`src/tjq_pkg.sv`:
```
// Package for the touch joystick direction quantizer.
// Holds widths, codes, state and register types and the per-axis helper functions.
// No dependencies; every other file of the block imports it.
package tjq_pkg;

  localparam int CoordW   = 12;
  localparam int IdW      = 8;
  localparam int OpW      = 2;
  localparam int DzW      = 8;
  localparam int OffW     = 14;
  localparam int RawW     = 15;
  localparam int StickW   = 13;
  localparam int AnaW     = 16;
  localparam int DigW     = 2;
  localparam int MulW     = 24;
  localparam int ProdW    = 2 * MulW;
  localparam int DiffW    = MulW + 3;
  localparam int QuotW    = 15;
  localparam int MulCntW  = $clog2(MulW);
  localparam int DivCntW  = $clog2(QuotW);
  localparam int AddrW    = 5;
  localparam int RegIdxW  = AddrW - 2;
  localparam int DataW    = 32;
  localparam int InDataW  = 32;
  localparam int OutDataW = 72;

  localparam logic [StickW-1:0] StickMax   = 13'd8190;
  localparam logic [AnaW-1:0]   AnaPosFull = 16'h7fff;
  localparam logic [AnaW-1:0]   AnaNegFull = 16'h8000;

  localparam logic [DigW-1:0] DIG_ZERO = 2'b00;
  localparam logic [DigW-1:0] DIG_POS  = 2'b01;
  localparam logic [DigW-1:0] DIG_NEG  = 2'b11;

  localparam logic [CoordW-1:0] PadLeftRst   = 12'd0;
  localparam logic [CoordW-1:0] PadTopRst    = 12'd0;
  localparam logic [CoordW-1:0] PadWidthRst  = 12'd100;
  localparam logic [CoordW-1:0] PadHeightRst = 12'd100;
  localparam logic [DzW-1:0]    DeadZoneRst  = 8'd10;

  typedef enum logic [OpW-1:0] {
    OP_BEGAN,
    OP_MOVED,
    OP_ENDED,
    OP_CANCELLED
  } tjq_op_t;

  typedef enum logic [RegIdxW-1:0] {
    REG_PAD_LEFT,
    REG_PAD_TOP,
    REG_PAD_WIDTH,
    REG_PAD_HEIGHT,
    REG_DEAD_ZONE
  } tjq_reg_t;

  typedef enum logic [2:0] {
    S_IDLE,
    S_OFFS,
    S_UPD,
    S_LOAD,
    S_SQ,
    S_QUAD,
    S_DSQ,
    S_OUT
  } tjq_state_t;

  typedef struct packed {
    logic             ovf;
    logic [QuotW-1:0] quot;
  } tjq_div_res_t;

  // Dead zone forces zero, then the component is clamped to the pad size.
  function automatic logic [OffW-1:0] clamp_axis(input logic signed [RawW-1:0] raw,
                                                 input logic [CoordW-1:0] size,
                                                 input logic in_dz);
    logic signed [RawW-1:0] lim;
    logic signed [RawW-1:0] v;
    lim = signed'({{(RawW-CoordW){1'b0}}, size});
    v   = in_dz ? '0 : raw;
    if (v > lim) begin
      v = lim;
    end else if (v < -lim) begin
      v = -lim;
    end
    return v[OffW-1:0];
  endfunction

  function automatic logic [StickW-1:0] stick_pos(input logic [CoordW-1:0] size,
                                                  input logic [OffW-1:0] off);
    logic signed [RawW-1:0] s;
    s = signed'({{(RawW-CoordW){1'b0}}, size}) + signed'({off[OffW-1], off});
    if (s[RawW-1]) begin
      return '0;
    end else if (s[RawW-2:0] > {1'b0, StickMax}) begin
      return StickMax;
    end
    return s[StickW-1:0];
  endfunction

  function automatic logic [AnaW-1:0] analog_val(input logic [CoordW-1:0] size,
                                                 input logic neg,
                                                 input tjq_div_res_t res);
    logic [AnaW-1:0] q;
    q = {1'b0, res.quot};
    if (size == '0) begin
      return '0;
    end else if (res.ovf) begin
      return neg ? AnaNegFull : AnaPosFull;
    end
    return neg ? (~q + 1'b1) : q;
  endfunction

  // Sector test: c^2*(4+2*sqrt2) > c^2+o^2, with d = o^2 - 3*c^2.
  function automatic logic [DigW-1:0] digital_dir(input logic nonzero,
                                                  input logic neg,
                                                  input logic d_neg,
                                                  input logic [ProdW-1:0] c4,
                                                  input logic [ProdW-1:0] dsq);
    logic active;
    active = nonzero && (d_neg || ({c4, 3'b000} > {3'b000, dsq}));
    if (!active) begin
      return DIG_ZERO;
    end
    return neg ? DIG_NEG : DIG_POS;
  endfunction

endpackage

```
`src/touch_joystick_direction_quantizer.sv`:
```
// Top level of the touch joystick direction quantizer: ownership, offsets, output register.
// Uses tjq_pkg, two tjq_ser_mul units for the sector test and two tjq_ser_div units.
//
//   Port group | Dir | Payload
//   in_        | in  | tuser: op; tdata: touch_id, point_x, point_y
//   out_       | out | tuser: accepted; tdata: owner, stick, analog and digital per axis
//   cfg_       | in  | APB registers pad_left, pad_top, pad_width, pad_height, dead_zone
//
// The next input transfer can occur only once an item is through: three passes of the serial
// multipliers (a load and then the shift-and-add steps, for squares, fourth powers and
// squared differences) plus the control states S_IDLE, S_OFFS, S_UPD, S_LOAD and S_OUT.
// The dividers run alongside the first pass.
// Reset is synchronous and clears ownership, offsets, registers and the result buffer's valid flag.
// A result waiting for out_tready does not block the next input transfer; that item waits
// in its last cycle until the earlier result has left.
module touch_joystick_direction_quantizer (
  input  logic                         clk,
  input  logic                         rst_n,
  input  logic                         in_tvalid,
  output logic                         in_tready,
  input  logic [tjq_pkg::InDataW-1:0]  in_tdata,  // touch_id, point_x, point_y
  input  logic [tjq_pkg::OpW-1:0]      in_tuser,  // op
  output logic                         out_tvalid,
  input  logic                         out_tready,
  output logic [tjq_pkg::OutDataW-1:0] out_tdata, // owner, stick_x, stick_y, analog_x,
                                                  // analog_y, digital_x, digital_y
  output logic                         out_tuser, // accepted
  input  logic                         cfg_psel,
  input  logic                         cfg_penable,
  input  logic                         cfg_pwrite,
  input  logic [tjq_pkg::AddrW-1:0]    cfg_paddr,
  input  logic [tjq_pkg::DataW-1:0]    cfg_pwdata,
  output logic [tjq_pkg::DataW-1:0]    cfg_prdata,
  output logic                         cfg_pready
);
  import tjq_pkg::*;

  logic [CoordW-1:0] pad_left_r, pad_top_r, pad_width_r, pad_height_r;
  logic [DzW-1:0]    dead_zone_r;
  logic              cfg_wr;
  tjq_reg_t          cfg_idx;

  tjq_state_t state_r, state_nxt;
  logic cap_in, calc_raw, upd, start_p1, start_p2, start_p3, load_out;

  tjq_op_t           op_r;
  logic [IdW-1:0]    tid_r;
  logic [CoordW-1:0] px_r, py_r;

  logic signed [RawW-1:0] raw_x_r, raw_y_r, raw_x_nxt, raw_y_nxt;
  logic signed [RawW-1:0] dz_pos, dz_neg;
  logic                   in_dz;

  logic [IdW-1:0]  owner_r, owner_tmp;
  logic [OffW-1:0] off_x_r, off_y_r;
  logic            acc_r, acc_now, release_now;

  logic [OffW-1:0]  mag_x, mag_y;
  logic             mul_start;
  logic [MulW-1:0]  mul0_op, mul1_op;
  logic [ProdW-1:0] prod0, prod1;
  logic             mul0_done, mul1_done;
  logic [DiffW-1:0] dx_full, dy_full;
  logic [MulW-1:0]  dx_r, dy_r;
  logic             dx_neg_r, dy_neg_r;
  logic [ProdW-1:0] x4_r, y4_r;
  tjq_div_res_t     div_x, div_y;

  logic                out_valid_r;
  logic [OutDataW-1:0] out_data_r, out_data_nxt;
  logic                out_user_r;

  // Configuration port.
  assign cfg_pready = 1'b1;
  assign cfg_wr     = cfg_psel && cfg_penable && cfg_pwrite && cfg_pready;
  assign cfg_idx    = tjq_reg_t'(cfg_paddr[AddrW-1:2]);

  always_ff @(posedge clk) begin
    if (!rst_n) begin
      pad_left_r   <= PadLeftRst;
      pad_top_r    <= PadTopRst;
      pad_width_r  <= PadWidthRst;
      pad_height_r <= PadHeightRst;
      dead_zone_r  <= DeadZoneRst;
    end else if (cfg_wr) begin
      case (cfg_idx)
        REG_PAD_LEFT:   pad_left_r   <= cfg_pwdata[CoordW-1:0];
        REG_PAD_TOP:    pad_top_r    <= cfg_pwdata[CoordW-1:0];
        REG_PAD_WIDTH:  pad_width_r  <= cfg_pwdata[CoordW-1:0];
        REG_PAD_HEIGHT: pad_height_r <= cfg_pwdata[CoordW-1:0];
        REG_DEAD_ZONE:  dead_zone_r  <= cfg_pwdata[DzW-1:0];
        default: ;
      endcase
    end
  end

  always_comb begin
    case (cfg_idx)
      REG_PAD_LEFT:   cfg_prdata = {{(DataW-CoordW){1'b0}}, pad_left_r};
      REG_PAD_TOP:    cfg_prdata = {{(DataW-CoordW){1'b0}}, pad_top_r};
      REG_PAD_WIDTH:  cfg_prdata = {{(DataW-CoordW){1'b0}}, pad_width_r};
      REG_PAD_HEIGHT: cfg_prdata = {{(DataW-CoordW){1'b0}}, pad_height_r};
      REG_DEAD_ZONE:  cfg_prdata = {{(DataW-DzW){1'b0}}, dead_zone_r};
      default:        cfg_prdata = '0;
    endcase
  end

  // Sequencer.
  always_comb begin
    state_nxt = state_r;
    case (state_r)
      S_IDLE: if (in_tvalid) state_nxt = S_OFFS;
      S_OFFS: state_nxt = S_UPD;
      S_UPD:  state_nxt = S_LOAD;
      S_LOAD: state_nxt = S_SQ;
      S_SQ:   if (mul0_done) state_nxt = S_QUAD;
      S_QUAD: if (mul0_done) state_nxt = S_DSQ;
      S_DSQ:  if (mul0_done) state_nxt = S_OUT;
      S_OUT:  if (!out_valid_r || out_tready) state_nxt = S_IDLE;
      default: state_nxt = S_IDLE;
    endcase
  end

  always_comb begin
    in_tready = 1'b0;
    calc_raw  = 1'b0;
    upd       = 1'b0;
    start_p1  = 1'b0;
    start_p2  = 1'b0;
    start_p3  = 1'b0;
    load_out  = 1'b0;
    case (state_r)
      S_IDLE: in_tready = 1'b1;
      S_OFFS: calc_raw  = 1'b1;
      S_UPD:  upd       = 1'b1;
      S_LOAD: start_p1  = 1'b1;
      S_SQ:   start_p2  = mul0_done;
      S_QUAD: start_p3  = mul0_done;
      S_DSQ:  ;
      S_OUT:  load_out  = !out_valid_r || out_tready;
      default: ;
    endcase
  end

  assign cap_in = in_tvalid && in_tready;

  always_ff @(posedge clk) begin
    if (!rst_n) begin
      state_r <= S_IDLE;
    end else begin
      state_r <= state_nxt;
    end
  end

  // Input capture and raw offsets in half-pixel units.
  always_ff @(posedge clk) begin
    if (cap_in) begin
      op_r  <= tjq_op_t'(in_tuser);
      tid_r <= in_tdata[IdW-1:0];
      px_r  <= in_tdata[IdW+CoordW-1:IdW];
      py_r  <= in_tdata[IdW+2*CoordW-1:IdW+CoordW];
    end
    if (calc_raw) begin
      raw_x_r <= raw_x_nxt;
      raw_y_r <= raw_y_nxt;
    end
  end

  assign raw_x_nxt = signed'({2'b00, px_r, 1'b0}) - signed'({2'b00, pad_left_r, 1'b0})
                     - signed'({{(RawW-CoordW){1'b0}}, pad_width_r});
  assign raw_y_nxt = signed'({2'b00, py_r, 1'b0}) - signed'({2'b00, pad_top_r, 1'b0})
                     - signed'({{(RawW-CoordW){1'b0}}, pad_height_r});

  // Ownership and stick state.
  assign dz_pos = signed'({{(RawW-DzW-1){1'b0}}, dead_zone_r, 1'b0});
  assign dz_neg = -dz_pos;
  assign in_dz  = (raw_x_r < dz_pos) && (raw_x_r > dz_neg)
                  && (raw_y_r < dz_pos) && (raw_y_r > dz_neg);

  assign owner_tmp   = (owner_r == '0 && op_r == OP_BEGAN && tid_r != '0) ? tid_r : owner_r;
  assign acc_now     = (tid_r != '0) && (tid_r == owner_tmp);
  assign release_now = (op_r == OP_ENDED) || (op_r == OP_CANCELLED);

  always_ff @(posedge clk) begin
    if (!rst_n) begin
      owner_r <= '0;
      off_x_r <= '0;
      off_y_r <= '0;
      acc_r   <= 1'b0;
    end else if (upd) begin
      acc_r <= acc_now;
      if (acc_now && release_now) begin
        owner_r <= '0;
        off_x_r <= '0;
        off_y_r <= '0;
      end else begin
        owner_r <= owner_tmp;
        if (acc_now) begin
          off_x_r <= clamp_axis(raw_x_r, pad_width_r, in_dz);
          off_y_r <= clamp_axis(raw_y_r, pad_height_r, in_dz);
        end
      end
    end
  end

  // Serial arithmetic.
  assign mag_x = off_x_r[OffW-1] ? (~off_x_r + 1'b1) : off_x_r;
  assign mag_y = off_y_r[OffW-1] ? (~off_y_r + 1'b1) : off_y_r;

  assign mul_start = start_p1 || start_p2 || start_p3;

  always_comb begin
    if (start_p1) begin
      mul0_op = {{(MulW-CoordW){1'b0}}, mag_x[CoordW-1:0]};
      mul1_op = {{(MulW-CoordW){1'b0}}, mag_y[CoordW-1:0]};
    end else if (start_p2) begin
      mul0_op = prod0[MulW-1:0];
      mul1_op = prod1[MulW-1:0];
    end else begin
      mul0_op = dx_r;
      mul1_op = dy_r;
    end
  end

  tjq_ser_mul u_mul0 (
    .clk   (clk),
    .rst_n (rst_n),
    .start (mul_start),
    .a     (mul0_op),
    .b     (mul0_op),
    .prod  (prod0),
    .done  (mul0_done)
  );

  tjq_ser_mul u_mul1 (
    .clk   (clk),
    .rst_n (rst_n),
    .start (mul_start),
    .a     (mul1_op),
    .b     (mul1_op),
    .prod  (prod1),
    .done  (mul1_done)
  );

  tjq_ser_div u_div_x (
    .clk   (clk),
    .rst_n (rst_n),
    .start (start_p1),
    .mag   (mag_x[CoordW-1:0]),
    .size  (pad_width_r),
    .res   (div_x)
  );

  tjq_ser_div u_div_y (
    .clk   (clk),
    .rst_n (rst_n),
    .start (start_p1),
    .mag   (mag_y[CoordW-1:0]),
    .size  (pad_height_r),
    .res   (div_y)
  );

  assign dx_full = {3'b000, prod1[MulW-1:0]}
                   - ({3'b000, prod0[MulW-1:0]} + {2'b00, prod0[MulW-1:0], 1'b0});
  assign dy_full = {3'b000, prod0[MulW-1:0]}
                   - ({3'b000, prod1[MulW-1:0]} + {2'b00, prod1[MulW-1:0], 1'b0});

  always_ff @(posedge clk) begin
    if (start_p2) begin
      dx_r     <= dx_full[MulW-1:0];
      dy_r     <= dy_full[MulW-1:0];
      dx_neg_r <= dx_full[DiffW-1];
      dy_neg_r <= dy_full[DiffW-1];
    end
    if (start_p3 && mul1_done) begin
      x4_r <= prod0;
      y4_r <= prod1;
    end
  end

  // Result buffer.
  always_comb begin
    out_data_nxt = '0;
    out_data_nxt[IdW-1:0] = owner_r;
    out_data_nxt[IdW+StickW-1:IdW] = stick_pos(pad_width_r, off_x_r);
    out_data_nxt[IdW+2*StickW-1:IdW+StickW] = stick_pos(pad_height_r, off_y_r);
    out_data_nxt[IdW+2*StickW+AnaW-1:IdW+2*StickW] =
      analog_val(pad_width_r, off_x_r[OffW-1], div_x);
    out_data_nxt[IdW+2*StickW+2*AnaW-1:IdW+2*StickW+AnaW] =
      analog_val(pad_height_r, off_y_r[OffW-1], div_y);
    out_data_nxt[IdW+2*StickW+2*AnaW+DigW-1:IdW+2*StickW+2*AnaW] =
      digital_dir(off_x_r != '0, off_x_r[OffW-1], dx_neg_r, x4_r, prod0);
    out_data_nxt[IdW+2*StickW+2*AnaW+2*DigW-1:IdW+2*StickW+2*AnaW+DigW] =
      digital_dir(off_y_r != '0, off_y_r[OffW-1], dy_neg_r, y4_r, prod1);
  end

  always_ff @(posedge clk) begin
    if (!rst_n) begin
      out_valid_r <= 1'b0;
    end else if (load_out) begin
      out_valid_r <= 1'b1;
    end else if (out_tready) begin
      out_valid_r <= 1'b0;
    end
  end

  always_ff @(posedge clk) begin
    if (load_out) begin
      out_data_r <= out_data_nxt;
      out_user_r <= acc_r;
    end
  end

  assign out_tvalid = out_valid_r;
  assign out_tdata  = out_data_r;
  assign out_tuser  = out_user_r;

endmodule

```
`src/tjq_ser_mul.sv`:
```
// Shift-and-add multiplier, one multiplier bit per cycle, unsigned.
// Depends on tjq_pkg for the operand and counter widths.
module tjq_ser_mul (
  input  logic                     clk,
  input  logic                     rst_n,
  input  logic                     start,
  input  logic [tjq_pkg::MulW-1:0]  a,
  input  logic [tjq_pkg::MulW-1:0]  b,
  output logic [tjq_pkg::ProdW-1:0] prod,
  output logic                     done
);
  import tjq_pkg::*;

  logic [ProdW-1:0]   a_r, a_nxt;
  logic [MulW-1:0]    b_r, b_nxt;
  logic [ProdW-1:0]   acc_r, acc_nxt;
  logic [MulCntW-1:0] cnt_r, cnt_nxt;
  logic               busy_r, busy_nxt;
  logic               done_r, done_nxt;

  always_comb begin
    a_nxt    = a_r;
    b_nxt    = b_r;
    acc_nxt  = acc_r;
    cnt_nxt  = cnt_r;
    busy_nxt = busy_r;
    done_nxt = 1'b0;
    if (start) begin
      a_nxt    = {{(ProdW-MulW){1'b0}}, a};
      b_nxt    = b;
      acc_nxt  = '0;
      cnt_nxt  = '0;
      busy_nxt = 1'b1;
    end else if (busy_r) begin
      if (b_r[0]) begin
        acc_nxt = acc_r + a_r;
      end
      a_nxt   = a_r << 1;
      b_nxt   = b_r >> 1;
      cnt_nxt = cnt_r + 1'b1;
      if (cnt_r == MulCntW'(MulW - 1)) begin
        busy_nxt = 1'b0;
        done_nxt = 1'b1;
      end
    end
  end

  always_ff @(posedge clk) begin
    if (!rst_n) begin
      busy_r <= 1'b0;
      done_r <= 1'b0;
      cnt_r  <= '0;
    end else begin
      busy_r <= busy_nxt;
      done_r <= done_nxt;
      cnt_r  <= cnt_nxt;
    end
  end

  always_ff @(posedge clk) begin
    a_r   <= a_nxt;
    b_r   <= b_nxt;
    acc_r <= acc_nxt;
  end

  assign prod = acc_r;
  assign done = done_r;

endmodule

```
`src/tjq_ser_div.sv`:
```
// Restoring divider for the analog value: (mag << 15) / size, one quotient bit per cycle.
// Flags overflow when mag is not below size. Depends on tjq_pkg.
module tjq_ser_div (
  input  logic                      clk,
  input  logic                      rst_n,
  input  logic                      start,
  input  logic [tjq_pkg::CoordW-1:0] mag,
  input  logic [tjq_pkg::CoordW-1:0] size,
  output tjq_pkg::tjq_div_res_t      res
);
  import tjq_pkg::*;

  logic [CoordW-1:0]  rem_r, rem_nxt;
  logic [QuotW-1:0]   quot_r, quot_nxt;
  logic               ovf_r, ovf_nxt;
  logic [DivCntW-1:0] cnt_r, cnt_nxt;
  logic               busy_r, busy_nxt;
  logic [CoordW:0]    trial;

  assign trial = {rem_r, 1'b0};

  always_comb begin
    rem_nxt  = rem_r;
    quot_nxt = quot_r;
    ovf_nxt  = ovf_r;
    cnt_nxt  = cnt_r;
    busy_nxt = busy_r;
    if (start) begin
      ovf_nxt  = (mag >= size);
      rem_nxt  = mag;
      quot_nxt = '0;
      cnt_nxt  = '0;
      busy_nxt = (mag < size);
    end else if (busy_r) begin
      if (trial >= {1'b0, size}) begin
        rem_nxt  = CoordW'(trial - {1'b0, size});
        quot_nxt = {quot_r[QuotW-2:0], 1'b1};
      end else begin
        rem_nxt  = trial[CoordW-1:0];
        quot_nxt = {quot_r[QuotW-2:0], 1'b0};
      end
      cnt_nxt = cnt_r + 1'b1;
      if (cnt_r == DivCntW'(QuotW - 1)) begin
        busy_nxt = 1'b0;
      end
    end
  end

  always_ff @(posedge clk) begin
    if (!rst_n) begin
      busy_r <= 1'b0;
      cnt_r  <= '0;
    end else begin
      busy_r <= busy_nxt;
      cnt_r  <= cnt_nxt;
    end
  end

  always_ff @(posedge clk) begin
    rem_r  <= rem_nxt;
    quot_r <= quot_nxt;
    ovf_r  <= ovf_nxt;
  end

  assign res.ovf  = ovf_r;
  assign res.quot = quot_r;

endmodule

```
`config.mk`:
```
export PLATFORM = sky130hd
export DESIGN_NAME = touch_joystick_direction_quantizer
export DESIGN_NICKNAME = d
export VERILOG_FILES = /design/src/tjq_pkg.sv /design/src/touch_joystick_direction_quantizer.sv /design/src/tjq_ser_mul.sv /design/src/tjq_ser_div.sv
export SDC_FILE = /design/constraint.sdc
export NUM_CORES = 2
export LEC_CHECK = 0
export ABC_AREA = 1
export BUFFER_PORTS_ARGS = -buffer_cell sky130_fd_sc_hd__buf_2
export CORE_MARGIN = 1.5
export CORE_UTILIZATION = 65
export CTS_CLUSTER_SIZE = 14
export DETAILED_ROUTE_END_ITERATION = 16
export PLACE_DENSITY = 0.82
export SYNTH_ARGS = -nofsm -noshare
export SYNTH_HDL_FRONTEND = slang
export SYNTH_SLANG_ARGS = --single-unit
```
`constraint.sdc`:
```
create_clock -name clk -period 21.7 [get_ports clk]
set_input_delay 1.085 -clock clk [delete_from_list [all_inputs] [get_ports clk]]
set_output_delay 1.085 -clock clk [all_outputs]
set_load 0.01 [all_outputs]
```
==> results.json <==
{
  "outcome": "finished, final reports clean",
  "cts_tree": "yes",
  "drive_gt1_share_pct": 7.139,
  "grt_max_degree": 78,
  "cpMaxStageDelayCell": "nor2_4",
  "die_w_um": 270.8,
  "fin_crit_sh_pct": 28.63,
  "synth_cell_type_count": 66,
  "cts_max_level": 3,
  "grtUsageTotal_pct": 34.07,
  "synth_edf_count": 403,
  "worstPathMaxFanout": 23,
  "ctsResizeCount": 0,
  "max_slew_margin_pct": 24.18,
  "portBuffers": 140,
  "ys.flop_type": "edfxtp_1",
  "num_vias": 40550,
  "fin_worst_skew_ns": 0.04178,
  "p_total_uw": 6670,
  "p_leak_uw": 0.02282,
  "final_cells": 6805,
  "synth_area_um2": 46630,
  "crit_path_frequent_cell": "nand2_1",
  "met1_length_mm": 52.90,
  "top_layer_used": "met5",
  "postCtsSetupRepairBufs": 0,
  "final_antenna_net_count": 0,
  "clockRootBuffer": "clkbuf_16",
  "async_flop_share_pct": 0,
  "hold_buffers": 0,
  "gp_congestion": 0.9780,
  "core_um2": 71240,
  "setup_violations": 0,
  "io_pins": 186,
  "antenna_found_initial": 1,
  "fin_nets": 6390,
  "drc": 0,
  "yosysSeqAreaShare_pct": 38.62,
  "post_synth_inst_count": 5687,
  "critical_path_arrival_ns": 6.68,
  "power_density_nw_per_um2": 131.6,
  "min_period_ns": 6.212,
  "post_drt_wl_per_cell_um": 18.84,
  "critical_path_buf_inv_count": 5,
  "rows": 98,
  "grt-ovfl-total": 0,
  "cp_top_family": "simple AND/OR/NAND/NOR gates",
  "syn-mean-instance-area_um2": 8.199,
  "n_antenna_cell": 0,
  "maxCapViolCount": 0,
  "cts_sinks": 698,
  "critPathLaunchType": "register",
  "dr.pass1.iters": 6,
  "ir_drop_v": 0.0002323,
  "finalWirelength_mm": 128.2,
  "die_h_um": 270.8,
  "placedCellCount": 6662,
  "final_cell_mix": "nand2_1, inv_1, a21oi_1",
  "path_clk_slew_ns": 0.06,
  "dr_wl_met2_mm": 59.97,
  "hp-class": "reg -> reg",
  "grt_pass1_wl_mm": 200.5,
  "ys_seq_elements": 698,
  "clockBufferDepth": 3,
  "wl_met3_mm": 9.376,
  "fmax_mhz": 161.0,
  "worst-setup-path-type": "reg -> reg",
  "drtIter0Drc": 4085,
  "die_area_um2": 73350,
  "slew_violations": 0,
  "tns_ns": 0,
  "initial_core_util_pct": 65.45,
  "cp-end-kind": "register",
  "place_hpwl_mm": 93.92,
  "fill_cells": 5560,
  "rsz0062_at_grt": "no",
  "clock_latency_ns": 0.65,
  "ys_warn_count": 0,
  "final_hold_viol_count": 0,
  "grt_pass1_vias": 38090,
  "areaGrowthSynthToFinish_pct": 8.732,
  "tightestPinTransition_ns": 1.136,
  "crit_path_max_incr_delay_ns": 0.36,
  "numCtsBuffers": 77,
  "cp.required_ns": 22.17,
  "final_common_cell": "nand2_1",
  "viasPerCell": 5.959
}
==> cells by family after synthesis <==
family	Yosys count	share of synthesized area [%]
and+or+nand+nor	1865	17.10
AOI/OAI and AO/OA	1379	16.39
buffers and inverters	964	8.150
DFF	698	38.62
adders and majority gates	521	14.88
xor gates and xnor gates	258	4.846
other	2	0.01611
==> registers in the layout, indices dropped and copies added, names as in the netlist, 24 cells and up <==
register     flops
dx_r            24
dy_r            24
out_tdata       70
u_mul0.a_r      48
u_mul0.b_r      24
u_mul0.prod     48
u_mul1.a_r      48
u_mul1.b_r      24
u_mul1.prod     48
x4_r            48
y4_r            48
==> cell type report <==
type	count	area, um2	share of cell area (%)
sequential	698	18010	35.52
multi-input combinational	4046	24940	49.20
inverter	806	3033	5.982
clock inverter	42	505.5	0.9970
clock buffer	101	2155	4.250
timing repair buffer	162	865.8	1.708
tap	950	1189	2.345
==> final timing paths <==
check	start	end	slack [ns]	cells past startpoint
setup / recovery	dead_zone_r[1]	off_x_r[10]	15.49	34
hold / removal	acc_r	out_tuser	0.43	0
setup reg to reg	dead_zone_r[1]	off_x_r[10]	15.49	34
hold reg to reg	acc_r	out_tuser	0.43	0
==> stage by stage <==
| step | util, % | worst slack [ns] | area [um2] | hold slack (ns) |
|---|---|---|---|---|
| finish | 71.17 | 15.49 | 50700 | 0.4335 |
| global route | 71.17 | 14.93 | 50700 | 0.4504 |
| CTS | 71.17 | 15.57 | 50700 | 0.4313 |
| detailed placement | 67.43 | 15.63 | 48040 | 0.4173 |
| global placement | 67.43 | 15.65 | 48040 | 0.4159 |
| floorplan | - | 13.17 | 46710 | 0.4086 |
==> synthesized netlist by cell type (56+ instances only) <==
cell         n  area [um2]
nand2_1   1081        4058
inv_1      785        2947
a21oi_1    638        3193
ha_1       465        5818
o21ai_0    438        2192
edfxtp_1   403       12100
nor2_1     346        1299
dfxtp_1    295        5906
xor2_1     191        1673
nand3_1    184       920.9
clkbuf_1   107       401.6
nor3_1      93       465.5
xnor2_1     67       586.8
fa_1        56        1121
==> power by group <==
part | switching, uW | internal (uW)
Sequential | 200 | 1750
Combinational | 2120 | 1210
Clock | 566 | 823
==> routing by layer <==
layer,global-route usage (%),up-vias
met1,44.84,19040
met2,56.57,1728
li1,-,19470
met3,4.198,313
met4,14.78,2
met5,0,-
No activity file was read; power rests on OpenSTA's default activity.
